==> config.mk <==
export PLATFORM = sky130hd
export DESIGN_NAME = bank_mapper_io_decoder_unit
export DESIGN_NICKNAME = d
export VERILOG_FILES = /design/src/sv/bmio_pkg.sv /design/src/sv/bmio_port_file.sv /design/src/sv/bmio_exec.sv /design/src/sv/bank_mapper_io_decoder_unit.sv
export SDC_FILE = /design/constraint.sdc
export NUM_CORES = 2
export LEC_CHECK = 0
export ABC_AREA = 1
export BUFFER_PORTS_ARGS = -buffer_cell sky130_fd_sc_hd__clkbuf_2
export CORE_ASPECT_RATIO = 0.8
export CORE_UTILIZATION = 40
export CTS_BUF_LIST = sky130_fd_sc_hd__clkbuf_8
export DETAILED_ROUTE_END_ITERATION = 12
export GPL_ROUTABILITY_DRIVEN = 0
export PLACE_DENSITY_LB_ADDON = 0.08
export SYNTH_ARGS = -nofsm -noshare
export SYNTH_HDL_FRONTEND = slang
export SYNTH_SLANG_ARGS = --single-unit
==> constraint.sdc <==
create_clock -name aclk -period 8.8 [get_ports aclk]
set_clock_uncertainty 0.15 [all_clocks]
set_input_delay 0.88 -clock aclk [delete_from_list [all_inputs] [get_ports aclk]]
set_output_delay 0.88 -clock aclk [all_outputs]
set_load 0.01 [all_outputs]
==> src/sv/bmio_pkg.sv <==
// ============================================================================
// bmio_pkg
// Shared types and constants of the bank mapper and I/O decoder.
// ============================================================================
package bmio_pkg;

    localparam int PORT_COUNT           = 256;
    localparam int PORT_W               = 8;
    localparam int KEY_ROW_COUNT_DEF    = 10;
    localparam int KEY_ROW_MAX          = 10;
    localparam int TICKS_PER_SECOND_DEF = 64;

    localparam int KIND_W   = 3;
    localparam int ADDR_W   = 16;
    localparam int BYTE_W   = 8;
    localparam int ROW_W    = 4;
    localparam int TARGET_W = 3;
    localparam int DADDR_W  = 22;
    localparam int LOW_W    = 14;
    localparam int TICK_W   = 7;

    localparam int S_TDATA_W = 32;
    localparam int M_TDATA_W = 48;

    localparam logic [KIND_W-1:0] KIND_MEM_RD  = 3'd0;
    localparam logic [KIND_W-1:0] KIND_MEM_WR  = 3'd1;
    localparam logic [KIND_W-1:0] KIND_PORT_RD = 3'd2;
    localparam logic [KIND_W-1:0] KIND_PORT_WR = 3'd3;
    localparam logic [KIND_W-1:0] KIND_TICK    = 3'd4;
    localparam logic [KIND_W-1:0] KIND_KEY_UPD = 3'd5;

    localparam logic [TARGET_W-1:0] TGT_CODEFLASH = 3'd0;
    localparam logic [TARGET_W-1:0] TGT_RAM       = 3'd1;
    localparam logic [TARGET_W-1:0] TGT_LCD_LEFT  = 3'd2;
    localparam logic [TARGET_W-1:0] TGT_DATAFLASH = 3'd3;
    localparam logic [TARGET_W-1:0] TGT_LCD_RIGHT = 3'd4;
    localparam logic [TARGET_W-1:0] TGT_MODEM     = 3'd5;
    localparam logic [TARGET_W-1:0] TGT_NONE      = 3'd6;

    localparam logic [PORT_W-1:0] PORT_KEYBOARD = 8'h01;
    localparam logic [PORT_W-1:0] PORT_MISC2    = 8'h02;
    localparam logic [PORT_W-1:0] PORT_IRQ      = 8'h03;
    localparam logic [PORT_W-1:0] PORT_S4_PAGE  = 8'h05;
    localparam logic [PORT_W-1:0] PORT_S4_DEV   = 8'h06;
    localparam logic [PORT_W-1:0] PORT_S8_PAGE  = 8'h07;
    localparam logic [PORT_W-1:0] PORT_S8_DEV   = 8'h08;
    localparam logic [PORT_W-1:0] PORT_POWER    = 8'h28;

    localparam int IRQ_TIME_BIT = 4;
    localparam int IRQ_KEY_BIT  = 1;

    typedef struct packed {
        logic                int_possible;
        logic [ROW_W-1:0]    key_row;
        logic [BYTE_W-1:0]   data;
        logic [ADDR_W-1:0]   address;
        logic [KIND_W-1:0]   kind;
    } item_t;

    typedef struct packed {
        logic                access_error;
        logic                power_off;
        logic                interrupt_request;
        logic [BYTE_W-1:0]   read_data;
        logic [BYTE_W-1:0]   write_data;
        logic                device_write;
        logic [DADDR_W-1:0]  device_address;
        logic [TARGET_W-1:0] target;
    } result_t;

    typedef struct packed {
        logic              en;
        logic [PORT_W-1:0] addr;
        logic [BYTE_W-1:0] data;
    } pf_wr_t;

endpackage

==> src/sv/bmio_port_file.sv <==
// ============================================================================
// bmio_port_file
// 256-byte port store with per-entry valid bits; unwritten entries read zero.
// ============================================================================
module bmio_port_file (
    input  logic                      aclk,
    input  logic                      aresetn,
    input  bmio_pkg::pf_wr_t          wr,
    input  logic                      rd_en,
    input  logic [bmio_pkg::PORT_W-1:0] rd_addr,
    output logic [bmio_pkg::BYTE_W-1:0] rd_data
);
    import bmio_pkg::*;

    logic [BYTE_W-1:0] mem [PORT_COUNT];
    logic [PORT_COUNT-1:0] valid_reg;
    logic [BYTE_W-1:0] rd_data_reg;
    logic rd_valid_reg;

    always_ff @(posedge aclk) begin
        if (wr.en) begin
            mem[wr.addr] <= wr.data;
        end
        if (rd_en) begin
            rd_data_reg <= mem[rd_addr];
        end
    end

    always_ff @(posedge aclk) begin
        if (!aresetn) begin
            valid_reg    <= '0;
            rd_valid_reg <= 1'b0;
        end else begin
            if (wr.en) begin
                valid_reg[wr.addr] <= 1'b1;
            end
            if (rd_en) begin
                rd_valid_reg <= valid_reg[rd_addr];
            end
        end
    end

    assign rd_data = rd_valid_reg ? rd_data_reg : '0;

endmodule

==> src/sv/bmio_exec.sv <==
// ============================================================================
// bmio_exec
// Decode of one bus event: memory map, port registers, keyboard and ticks.
// ============================================================================
module bmio_exec #(
    parameter int KEY_ROW_COUNT    = bmio_pkg::KEY_ROW_COUNT_DEF,
    parameter int TICKS_PER_SECOND = bmio_pkg::TICKS_PER_SECOND_DEF
) (
    input  logic                        aclk,
    input  logic                        aresetn,
    input  logic                        fire,
    input  bmio_pkg::item_t             item,
    input  logic [bmio_pkg::BYTE_W-1:0] port_rd_data,
    output bmio_pkg::result_t           result,
    output bmio_pkg::pf_wr_t            pf_wr
);
    import bmio_pkg::*;

    logic [BYTE_W-1:0] kb_sel_lo_reg, kb_sel_lo_next;
    logic [1:0]        kb_sel_hi_reg, kb_sel_hi_next;
    logic [BYTE_W-1:0] irq_en_reg, irq_en_next;
    logic [BYTE_W-1:0] s4_page_reg, s4_page_next;
    logic [3:0]        s4_dev_reg, s4_dev_next;
    logic [BYTE_W-1:0] s8_page_reg, s8_page_next;
    logic [3:0]        s8_dev_reg, s8_dev_next;
    logic [BYTE_W-1:0] pending_reg, pending_next;
    logic [TICK_W-1:0] tick_reg, tick_next;
    logic [BYTE_W-1:0] key_rows_reg  [KEY_ROW_COUNT];
    logic [BYTE_W-1:0] key_rows_next [KEY_ROW_COUNT];

    logic [PORT_W-1:0] port;
    logic [1:0]        slot;
    logic [3:0]        dev;
    logic [BYTE_W-1:0] page;
    logic [LOW_W-1:0]  low;
    logic [BYTE_W-1:0] kb_val;
    logic [9:0]        sel;
    logic              time_done;

    assign port = item.address[PORT_W-1:0];
    assign slot = item.address[ADDR_W-1:ADDR_W-2];
    assign low  = item.address[LOW_W-1:0];
    assign sel  = {kb_sel_hi_reg, kb_sel_lo_reg};

    always_comb begin
        kb_val = '1;
        for (int i = 0; i < KEY_ROW_COUNT; i++) begin
            if (!sel[i]) begin
                kb_val = kb_val & key_rows_reg[i];
            end
        end
    end

    always_comb begin
        unique case (slot)
            2'd0: begin
                dev  = 4'(TGT_CODEFLASH);
                page = '0;
            end
            2'd1: begin
                dev  = s4_dev_reg;
                page = s4_page_reg;
            end
            2'd2: begin
                dev  = s8_dev_reg;
                page = s8_page_reg;
            end
            default: begin
                dev  = 4'(TGT_RAM);
                page = '0;
            end
        endcase
    end

    always_comb begin
        result         = '0;
        result.target  = TGT_NONE;
        pf_wr.en       = 1'b0;
        pf_wr.addr     = port;
        pf_wr.data     = item.data;
        kb_sel_lo_next = kb_sel_lo_reg;
        kb_sel_hi_next = kb_sel_hi_reg;
        irq_en_next    = irq_en_reg;
        s4_page_next   = s4_page_reg;
        s4_dev_next    = s4_dev_reg;
        s8_page_next   = s8_page_reg;
        s8_dev_next    = s8_dev_reg;
        pending_next   = pending_reg;
        tick_next      = tick_reg;
        time_done      = 1'b0;
        for (int i = 0; i < KEY_ROW_COUNT; i++) begin
            key_rows_next[i] = key_rows_reg[i];
        end

        case (item.kind)
            KIND_MEM_RD, KIND_MEM_WR: begin
                if (dev > 4'(TGT_MODEM)) begin
                    result.access_error = 1'b1;
                end else begin
                    result.target = dev[TARGET_W-1:0];
                    if (dev == 4'(TGT_LCD_LEFT) || dev == 4'(TGT_LCD_RIGHT)) begin
                        result.device_address = DADDR_W'(low);
                    end else begin
                        result.device_address = {page, low};
                    end
                    if (item.kind == KIND_MEM_WR) begin
                        result.write_data = item.data;
                        if (dev == 4'(TGT_CODEFLASH)) begin
                            result.access_error = 1'b1;
                        end else if (dev != 4'(TGT_MODEM)) begin
                            result.device_write = 1'b1;
                        end
                    end
                end
            end
            KIND_PORT_RD: begin
                if (port == PORT_KEYBOARD) begin
                    result.read_data = kb_val;
                end else if (port == PORT_IRQ) begin
                    result.read_data = pending_reg;
                end else begin
                    result.read_data = port_rd_data;
                end
            end
            KIND_PORT_WR: begin
                pf_wr.en = 1'b1;
                if (port == PORT_IRQ) begin
                    pending_next = pending_reg & item.data;
                    irq_en_next  = item.data;
                end
                if (port == PORT_POWER && item.data[0]) begin
                    result.power_off = 1'b1;
                end
                if (port == PORT_KEYBOARD) begin
                    kb_sel_lo_next = item.data;
                end
                if (port == PORT_MISC2) begin
                    kb_sel_hi_next = item.data[1:0];
                end
                if (port == PORT_S4_PAGE) begin
                    s4_page_next = item.data;
                end
                if (port == PORT_S4_DEV) begin
                    s4_dev_next = item.data[3:0];
                end
                if (port == PORT_S8_PAGE) begin
                    s8_page_next = item.data;
                end
                if (port == PORT_S8_DEV) begin
                    s8_dev_next = item.data[3:0];
                end
            end
            KIND_TICK: begin
                if (item.int_possible) begin
                    result.interrupt_request = 1'b1;
                    if (tick_reg >= TICK_W'(TICKS_PER_SECOND)) begin
                        tick_next = '0;
                        if (irq_en_reg[IRQ_TIME_BIT] && !pending_reg[IRQ_TIME_BIT]) begin
                            pending_next[IRQ_TIME_BIT] = 1'b1;
                            time_done = 1'b1;
                        end
                    end else begin
                        tick_next = tick_reg + 1'b1;
                    end
                    if (!time_done && irq_en_reg[IRQ_KEY_BIT]
                            && !pending_reg[IRQ_KEY_BIT]) begin
                        pending_next[IRQ_KEY_BIT] = 1'b1;
                    end
                end
            end
            KIND_KEY_UPD: begin
                for (int i = 0; i < KEY_ROW_COUNT; i++) begin
                    if (item.key_row == ROW_W'(i)) begin
                        key_rows_next[i] = item.data;
                    end
                end
            end
            default: begin
            end
        endcase

        pf_wr.en = pf_wr.en & fire;
    end

    always_ff @(posedge aclk) begin
        if (!aresetn) begin
            kb_sel_lo_reg <= '0;
            kb_sel_hi_reg <= '0;
            irq_en_reg    <= '0;
            s4_page_reg   <= '0;
            s4_dev_reg    <= '0;
            s8_page_reg   <= '0;
            s8_dev_reg    <= '0;
            pending_reg   <= '0;
            tick_reg      <= '0;
            for (int i = 0; i < KEY_ROW_COUNT; i++) begin
                key_rows_reg[i] <= '1;
            end
        end else if (fire) begin
            kb_sel_lo_reg <= kb_sel_lo_next;
            kb_sel_hi_reg <= kb_sel_hi_next;
            irq_en_reg    <= irq_en_next;
            s4_page_reg   <= s4_page_next;
            s4_dev_reg    <= s4_dev_next;
            s8_page_reg   <= s8_page_next;
            s8_dev_reg    <= s8_dev_next;
            pending_reg   <= pending_next;
            tick_reg      <= tick_next;
            for (int i = 0; i < KEY_ROW_COUNT; i++) begin
                key_rows_reg[i] <= key_rows_next[i];
            end
        end
    end

endmodule

==> src/sv/bank_mapper_io_decoder_unit.sv <==
// ============================================================================
// bank_mapper_io_decoder_unit
// Memory bank mapper and I/O port decoder of a small Z80 handheld.
//
//  channel | dir | ports                 | payload
//  --------+-----+-----------------------+-----------------------------------
//  s_      | in  | tvalid tready tdata   | tuser: kind; tdata: address, data,
//          |     | tuser                 |   key_row, int_possible
//  m_      | out | tvalid tready tdata   | tdata: target .. access_error
//
// One item per cycle sustained while m_ does not stall; each item passes the
// input register (with port-store read) and then the result register.
// The port store read is registered at accept; a write from the item ahead
// is forwarded. Reset clears all state at once, no clearing pass.
// A stall on m_ holds the result and then the input register.
// ============================================================================
module bank_mapper_io_decoder_unit #(
    parameter int KEY_ROW_COUNT    = bmio_pkg::KEY_ROW_COUNT_DEF,
    parameter int TICKS_PER_SECOND = bmio_pkg::TICKS_PER_SECOND_DEF
) (
    input  logic                           aclk,
    input  logic                           aresetn,
    input  logic                           s_tvalid,
    output logic                           s_tready,
    // [15:0] address, [23:16] data, [27:24] key_row, [28] int_possible
    input  logic [bmio_pkg::S_TDATA_W-1:0] s_tdata,
    // [2:0] kind
    input  logic [bmio_pkg::KIND_W-1:0]    s_tuser,
    output logic                           m_tvalid,
    input  logic                           m_tready,
    // [2:0] target, [24:3] device_address, [25] device_write,
    // [33:26] write_data, [41:34] read_data, [42] interrupt_request,
    // [43] power_off, [44] access_error
    output logic [bmio_pkg::M_TDATA_W-1:0] m_tdata
);
    import bmio_pkg::*;

    logic              s1_valid_reg;
    item_t             s1_item_reg;
    logic              fwd_hit_reg;
    logic [BYTE_W-1:0] fwd_data_reg;
    logic              m_valid_reg;
    result_t           m_data_reg;

    item_t             in_item;
    logic              accept;
    logic              fire;
    logic [BYTE_W-1:0] pf_rd_data;
    logic [BYTE_W-1:0] port_val;
    result_t           result;
    pf_wr_t            pf_wr;

    assign in_item.kind         = s_tuser;
    assign in_item.address      = s_tdata[15:0];
    assign in_item.data         = s_tdata[23:16];
    assign in_item.key_row      = s_tdata[27:24];
    assign in_item.int_possible = s_tdata[28];

    assign fire     = s1_valid_reg && (!m_valid_reg || m_tready);
    assign s_tready = !s1_valid_reg || fire;
    assign accept   = s_tvalid && s_tready;
    assign port_val = fwd_hit_reg ? fwd_data_reg : pf_rd_data;

    bmio_port_file u_port_file (
        .aclk    (aclk),
        .aresetn (aresetn),
        .wr      (pf_wr),
        .rd_en   (accept),
        .rd_addr (in_item.address[PORT_W-1:0]),
        .rd_data (pf_rd_data)
    );

    bmio_exec #(
        .KEY_ROW_COUNT    (KEY_ROW_COUNT),
        .TICKS_PER_SECOND (TICKS_PER_SECOND)
    ) u_exec (
        .aclk         (aclk),
        .aresetn      (aresetn),
        .fire         (fire),
        .item         (s1_item_reg),
        .port_rd_data (port_val),
        .result       (result),
        .pf_wr        (pf_wr)
    );

    always_ff @(posedge aclk) begin
        if (accept) begin
            s1_item_reg  <= in_item;
            fwd_data_reg <= pf_wr.data;
        end
        if (fire) begin
            m_data_reg <= result;
        end
    end

    always_ff @(posedge aclk) begin
        if (!aresetn) begin
            s1_valid_reg <= 1'b0;
            fwd_hit_reg  <= 1'b0;
            m_valid_reg  <= 1'b0;
        end else begin
            if (accept) begin
                s1_valid_reg <= 1'b1;
                fwd_hit_reg  <= pf_wr.en && (pf_wr.addr == in_item.address[PORT_W-1:0]);
            end else if (fire) begin
                s1_valid_reg <= 1'b0;
            end
            if (fire) begin
                m_valid_reg <= 1'b1;
            end else if (m_tready) begin
                m_valid_reg <= 1'b0;
            end
        end
    end

    assign m_tvalid = m_valid_reg;
    assign m_tdata  = M_TDATA_W'(m_data_reg);

endmodule
# Yosys cells after proc, flatten, opt, wreduce, memory -nomap -nowiden
# Memories as Yosys holds them, arrays and structs flattened. A register that Yosys moved wholly into a read port is not among the register bits.
# Index checks and enable logic that the tools add are counted.
dict set report word_totals {
  mem_count 2
  out_inout_bits 50
  regBits 399
  mem_bits_rw 2128
  input_bits 39
}
# name depth word_bits read_ports rd_ports_with_merged_regs wr line_no
set mem_list {}
lappend mem_list {u_port_file.mem 256 8 1 1 1 bmio_port_file.sv:15} ;# logic [BYTE_W-1:0] mem [PORT_COUNT];
lappend mem_list {u_exec.key_rows_reg 10 8 10 0 10 bmio_exec.sv:28} ;# logic [BYTE_W-1:0] key_rows_reg [KEY_ROW_COUNT];
dict set report op_classes {
  order_cmp 5
  n_eq_ne 33
  bitwise 24
  n_addsub 1
  reduce_logical 38
  n_mux 71
}
# cell count
set ops {}
lappend ops {{$mux W8} 34}
lappend ops {{$or A256 B256 Y256} 1}
lappend ops {{$and A8 B8 Y8} 10}
lappend ops {{$mux W80} 1}
lappend ops {{$mux W1} 28}
lappend ops {{$eq A8 B3 Y1 const B} 3}
lappend ops {{$reduce_and A3 Y1} 8}
lappend ops {{$eq A4 B3 Y1 const B} 5}
lappend ops {{$lt A8 B9 Y1 const B} 2}
lappend ops {{$eq A8 B2 Y1 const B} 2}
lappend ops {{$pmux W8 S2} 1}
lappend ops {{$eq A4 B2 Y1 const B} 3}
lappend ops {{$pmux W4 S3} 1}
lappend ops {{$or A1 B1 Y1} 10}
lappend ops {{$bmux W1 S8} 1}
lappend ops {{$demux W1 S8} 1}
lappend ops {{$eq A4 B4 Y1 const B} 2}
lappend ops {{$eq A8 B1 Y1 const B} 1}
lappend ops {{$eq A8 B4 Y1 const B} 1}
lappend ops {{$eq A8 B6 Y1 const B} 1}
lappend ops {{$eq A8 B8 Y1} 1}
lappend ops {{$ge A8 B1 Y1 const B} 1}
lappend ops {{$logic_and A1 B1 Y1} 8}
lappend ops {{$logic_not A4 Y1} 2}
lappend ops {{other kinds (27)} 44}

# Longest topological paths before layout
# An unclocked memory read counts as a cell.
dict set report logic_depth {
  ltp_word 21
  depth_mapped 16
}

# By module
# A second synthesis with hierarchy kept.
dict set report unflattened {
  cells_unflattened 8828
  area_unflattened_um2 101259.6
}
# module n_inst seq_area_each_um2 cells_each area_per_inst_um2
set modules_own_cells {}
lappend modules_own_cells {bmio_port_file 1 66884.1 7911 91810.6}
lappend modules_own_cells {bmio_exec 1 3423.3 759 6471.2}
lappend modules_own_cells {bank_mapper_io_decoder_unit 1 2612.5 158 2977.9}

# Worst setup path after synthesis
# Ideal clock, no wire load.
dict set report synth_timing {
  kind {register to register}
  start {register s1_item_reg[20] (netlist bit)}
  end {memory u_exec.key_rows_reg[2][1], in the netlist u_exec.key_rows_reg[0][17], data pin}
  synth_period_minus_slack_ps 5218
  path_slack_ps 3582
  n_path_buf 0
  t_arrival_ps 4853
  setup_time_ps 215
  stages_incl_launch_ff 3
  path_cell_list {edfxtp_1 -> clkinv_1 -> nand2_1}
}
# item line_no
set synth_lines {}
lappend synth_lines {{start, declared} bank_mapper_io_decoder_unit.sv:39} ;# item_t s1_item_reg;
lappend synth_lines {{start signal, assigned} bank_mapper_io_decoder_unit.sv:88} ;# s1_item_reg <= in_item;
lappend synth_lines {{end, declared} bmio_exec.sv:28}

# Worst setup path in the final report
dict set report layout_timing {
  start {register s1_item_reg[1] (netlist bit)}
  end {memory u_port_file.mem[142][2], enable pin}
}
dict set report layout_via {
  elab_chain_len 5
}
# item line_no
set layout_lines {}
lappend layout_lines {{$eq A3 B2 Y1} bmio_exec.sv:95} ;# case (item.kind)
lappend layout_lines {{$mux W1} bmio_exec.sv:95}
lappend layout_lines {{$and A1 B1 Y1} bmio_exec.sv:182} ;# pf_wr.en = pf_wr.en & fire;
lappend layout_lines {{$mux W1} bmio_port_file.sv:21} ;# if (wr.en) begin
lappend layout_lines {{$mux W1 (implied by the code)} bmio_port_file.sv:22} ;# mem[wr.addr] <= wr.data;
lappend layout_lines {{end, declared} bmio_port_file.sv:15}
# Every way passes these cells.

==> results_dict.tcl <==
set metrics [dict create \
    cts_tree "yes" \
    grt_pass1_wl_um 440000 \
    final_area_um2 111300 \
    min_delay_path_depth 1 \
    timing.rr.end "u_port_file.mem[142][2]$_DFFE_PP_" \
    overflow 0 \
    yosys_register_bits 2532 \
    netlist.area_leader.share_pct 66.70 \
    antenna_found_initial 14 \
    fmax_mhz 227.4 \
    final_common_cell "edfxtp_1" \
    finalCritPeriodShare_pct 49.98 \
    yosys_most_used_dff "edfxtp_1" \
    final_layout_size_suffix_gt1_share_pct 8.548 \
    largest_register_ffs 2048 \
    postSynthCellCount 8541 \
    cts-root-buf "clkbuf_8" \
    routed_wl_um 302800 \
    status "finished clean" \
    synth_seq_area_share_pct 72.92 \
    crit_buf_inv 3 \
    hold_start "s_tdata[7]" \
    grt_use_total_pct 23.47 \
    max_stage_delay_ns 0.98 \
    rrSetupSlack_ns 4.40 \
    yosysUniqueCellTypes 47 \
    cp_top_family "simple AND/OR/NAND/NOR gates" \
    clkSlewWorstSetupHoldPaths_ns 0.06 \
    numCtsBuffers 411 \
    num_io_pins 89 \
    setup_viol 0 \
    setup_slack_ns 4.402 \
    syn_area_um2 99990 \
    ys_async_sr_fraction_pct 0 \
    ir_drop_mv 0.1289 \
    slew-limit-headroom_pct 15.85 \
    place_inst 11450 \
    clockBufferDepth 4 \
    vias 67110 \
    hold_path_class "primary input to flop" \
    fin_setup_tns_ns 0 \
    r2r_cells 8 \
    drt-initial-drc-count 6842 \
    vias_per_cell 5.482 \
    worst-path-max-fanout 16 \
    final_util_pct 44.94 \
    rr_startpoint "s1_item_reg[1]$_DFFE_PP_" \
    synth.top_cells.by_area "edfxtp_1 (67%), nor2_1 (7.0%), dfxtp_1 (6.2%), o21ai_0 (5.3%), nand3_1 (3.9%)" \
    row_count 163 \
    tightest_slew_ns 1.258 \
    period_minus_slack_ns 4.398 \
    synth_top_area_cell "edfxtp_1" \
    whs_ns 0.1265 \
    stdcell_count 12240 \
    post-cts-setup-buffers 0 \
    p_total_mw 24.40 \
    die_area_um2 252000 \
    hold_violations 0 \
    worstSetupPathType "flop to flop" \
    yosysWarnings 0 \
    maxCapViolations 0 \
    leakage_nw 36.89 \
    crit_chain "inv_2, nor3_2, inv_1, nor2_2, inv_2, nor2_2, nand2_1, nor2_1" \
    crit_arrival_ns 4.87 \
    slew_viol_final 0 \
    syn_to_final_growth_pct 11.28 \
    final_net_count 8627 \
    die_x_um 561 \
    dpl-instance-area_um2 103200 \
    power.density_nw_per_um2 219.3 \
    grt_max_degree 245 \
    whs_endpoint "s1_item_reg[10]$_DFFE_PP_" \
    rsz0062_at_grt "no" \
    cts_sinks 2532 \
    critPathCaptureType "flop" \
    drtAntennaViolNets 0 \
    dp_hpwl_um 160300 \
    place_ws_ns 3.920 \
    critPathLaunchType "flop" \
    drtPass1Iterations 6 \
    most-common-layout-cells "edfxtp_1 (2221), nor2_1 (1874), o21ai_0 (1061)" \
    drc_errors 0 \
    cp.required_ns 9.27 \
    h-tree-depth 5 \
    io_buffer_count 82 \
    grt_pass1_vias 64300 \
    syn-mean-instance-area_um2 11.71 \
    die-height_um 449.2 \
    clock_latency_ns 1.02 \
    wire_per_inst_um 24.74 \
    slowest_stage "nor2_1" \
    synth_edf_count 2221 \
    start_util_pct 40.39 \
    core_um2 247600 \
]
## worst reg2reg max path, stage by stage (launching register included)
cell,delay (ns)
edfxtp_1,0.42
inv_2,0.07
nor3_2,0.23
inv_1,0.12
nor2_2,0.67
inv_2,0.50
nor2_2,0.35
nand2_1,0.53
nor2_1,1.00
## synth_stat cells, drive strengths merged (2+ instances only)
| library cell | instances |
|---|---|
| edfxtp | 2221 |
| nor2 | 1885 |
| o21ai | 1068 |
| nand2 | 879 |
| nand3 | 771 |
| o22ai | 527 |
| clkbuf | 338 |
| dfxtp | 311 |
| buf | 254 |
| inv | 111 |
| a21oi | 76 |
| nor3 | 14 |
| nor4 | 14 |
| a22o | 9 |
| clkinv | 9 |
| a22oi | 8 |
| nor3b | 8 |
| o211ai | 6 |
| xor2 | 6 |
| ha | 5 |
| nand4 | 3 |
| a31oi | 2 |
| o2111ai | 2 |
| o41ai | 2 |
| xnor2 | 2 |
## cell type report
cell class	count	area, µm²
clock buffer	465	6400
timing repair buffer	219	1866
inverter	120	514.2
clock inverter	303	1429
antenna	4	10.01
tap	3300	4129
sequential	2532	72920
multi-input combinational	5299	24000
fill	23210	136300
## power by group
group          switching, mW  total [mW]  internal (mW)  leakage [nW]
sequential            0.0196        13.1           13.1          22.4
combinational           1.14        1.47          0.329          9.87
clock                   4.83        9.81           4.99          4.63
## worst max-delay path by stage
| stage | slack (ns) | from | to | cells past startpoint |
|---|---|---|---|---|
| 2_1_floorplan | 3.58 | s1_item_reg[20]$_DFFE_PP_ | u_exec.key_rows_reg[0][17]$_DFFE_PP_ | 2 |
| 3_3_place_gp | 3.89 | s_tdata[0] | u_port_file.rd_data_reg[0]$_DFFE_PP_ | 13 |
| 3_5_place_dp | 3.92 | s_tdata[0] | u_port_file.rd_data_reg[0]$_DFFE_PP_ | 13 |
| 4_1_cts | 4.49 | s1_item_reg[1]$_DFFE_PP_ | u_port_file.mem[143][4]$_DFFE_PP_ | 8 |
| 5_1_grt | 4.27 | s1_item_reg[1]$_DFFE_PP_ | u_port_file.mem[142][2]$_DFFE_PP_ | 8 |
| 6_report | 4.40 | s1_item_reg[1]$_DFFE_PP_ | u_port_file.mem[142][2]$_DFFE_PP_ | 8 |
## kinds of logic after synthesis
kind of cell	after synthesis	synth area share, %
compound gates	1707	9.325
xor+xnor	8	0.07007
fa+ha+maj	5	0.06256
buf+inv	712	3.094
flops	2532	72.92
other cells	1	0.003750
simple gates	3576	14.52
## repair_timing
action	in CTS	in global routing
hold buffers	25	0
gates resized for setup	0	0
hold endpoints to repair	26	0
## metal layers
layer | global-route usage (%) | vias to the layer above | routed length, µm
met5 | 0 | - | 0
met4 | 6.569 | 0 | 7825
met3 | 3.536 | 468 | 18990
met2 | 35.98 | 2188 | 135900
met1 | 34.59 | 33660 | 140200
li1 | - | 30790 | -
Note: power is estimated with default switching activity, not from simulation.
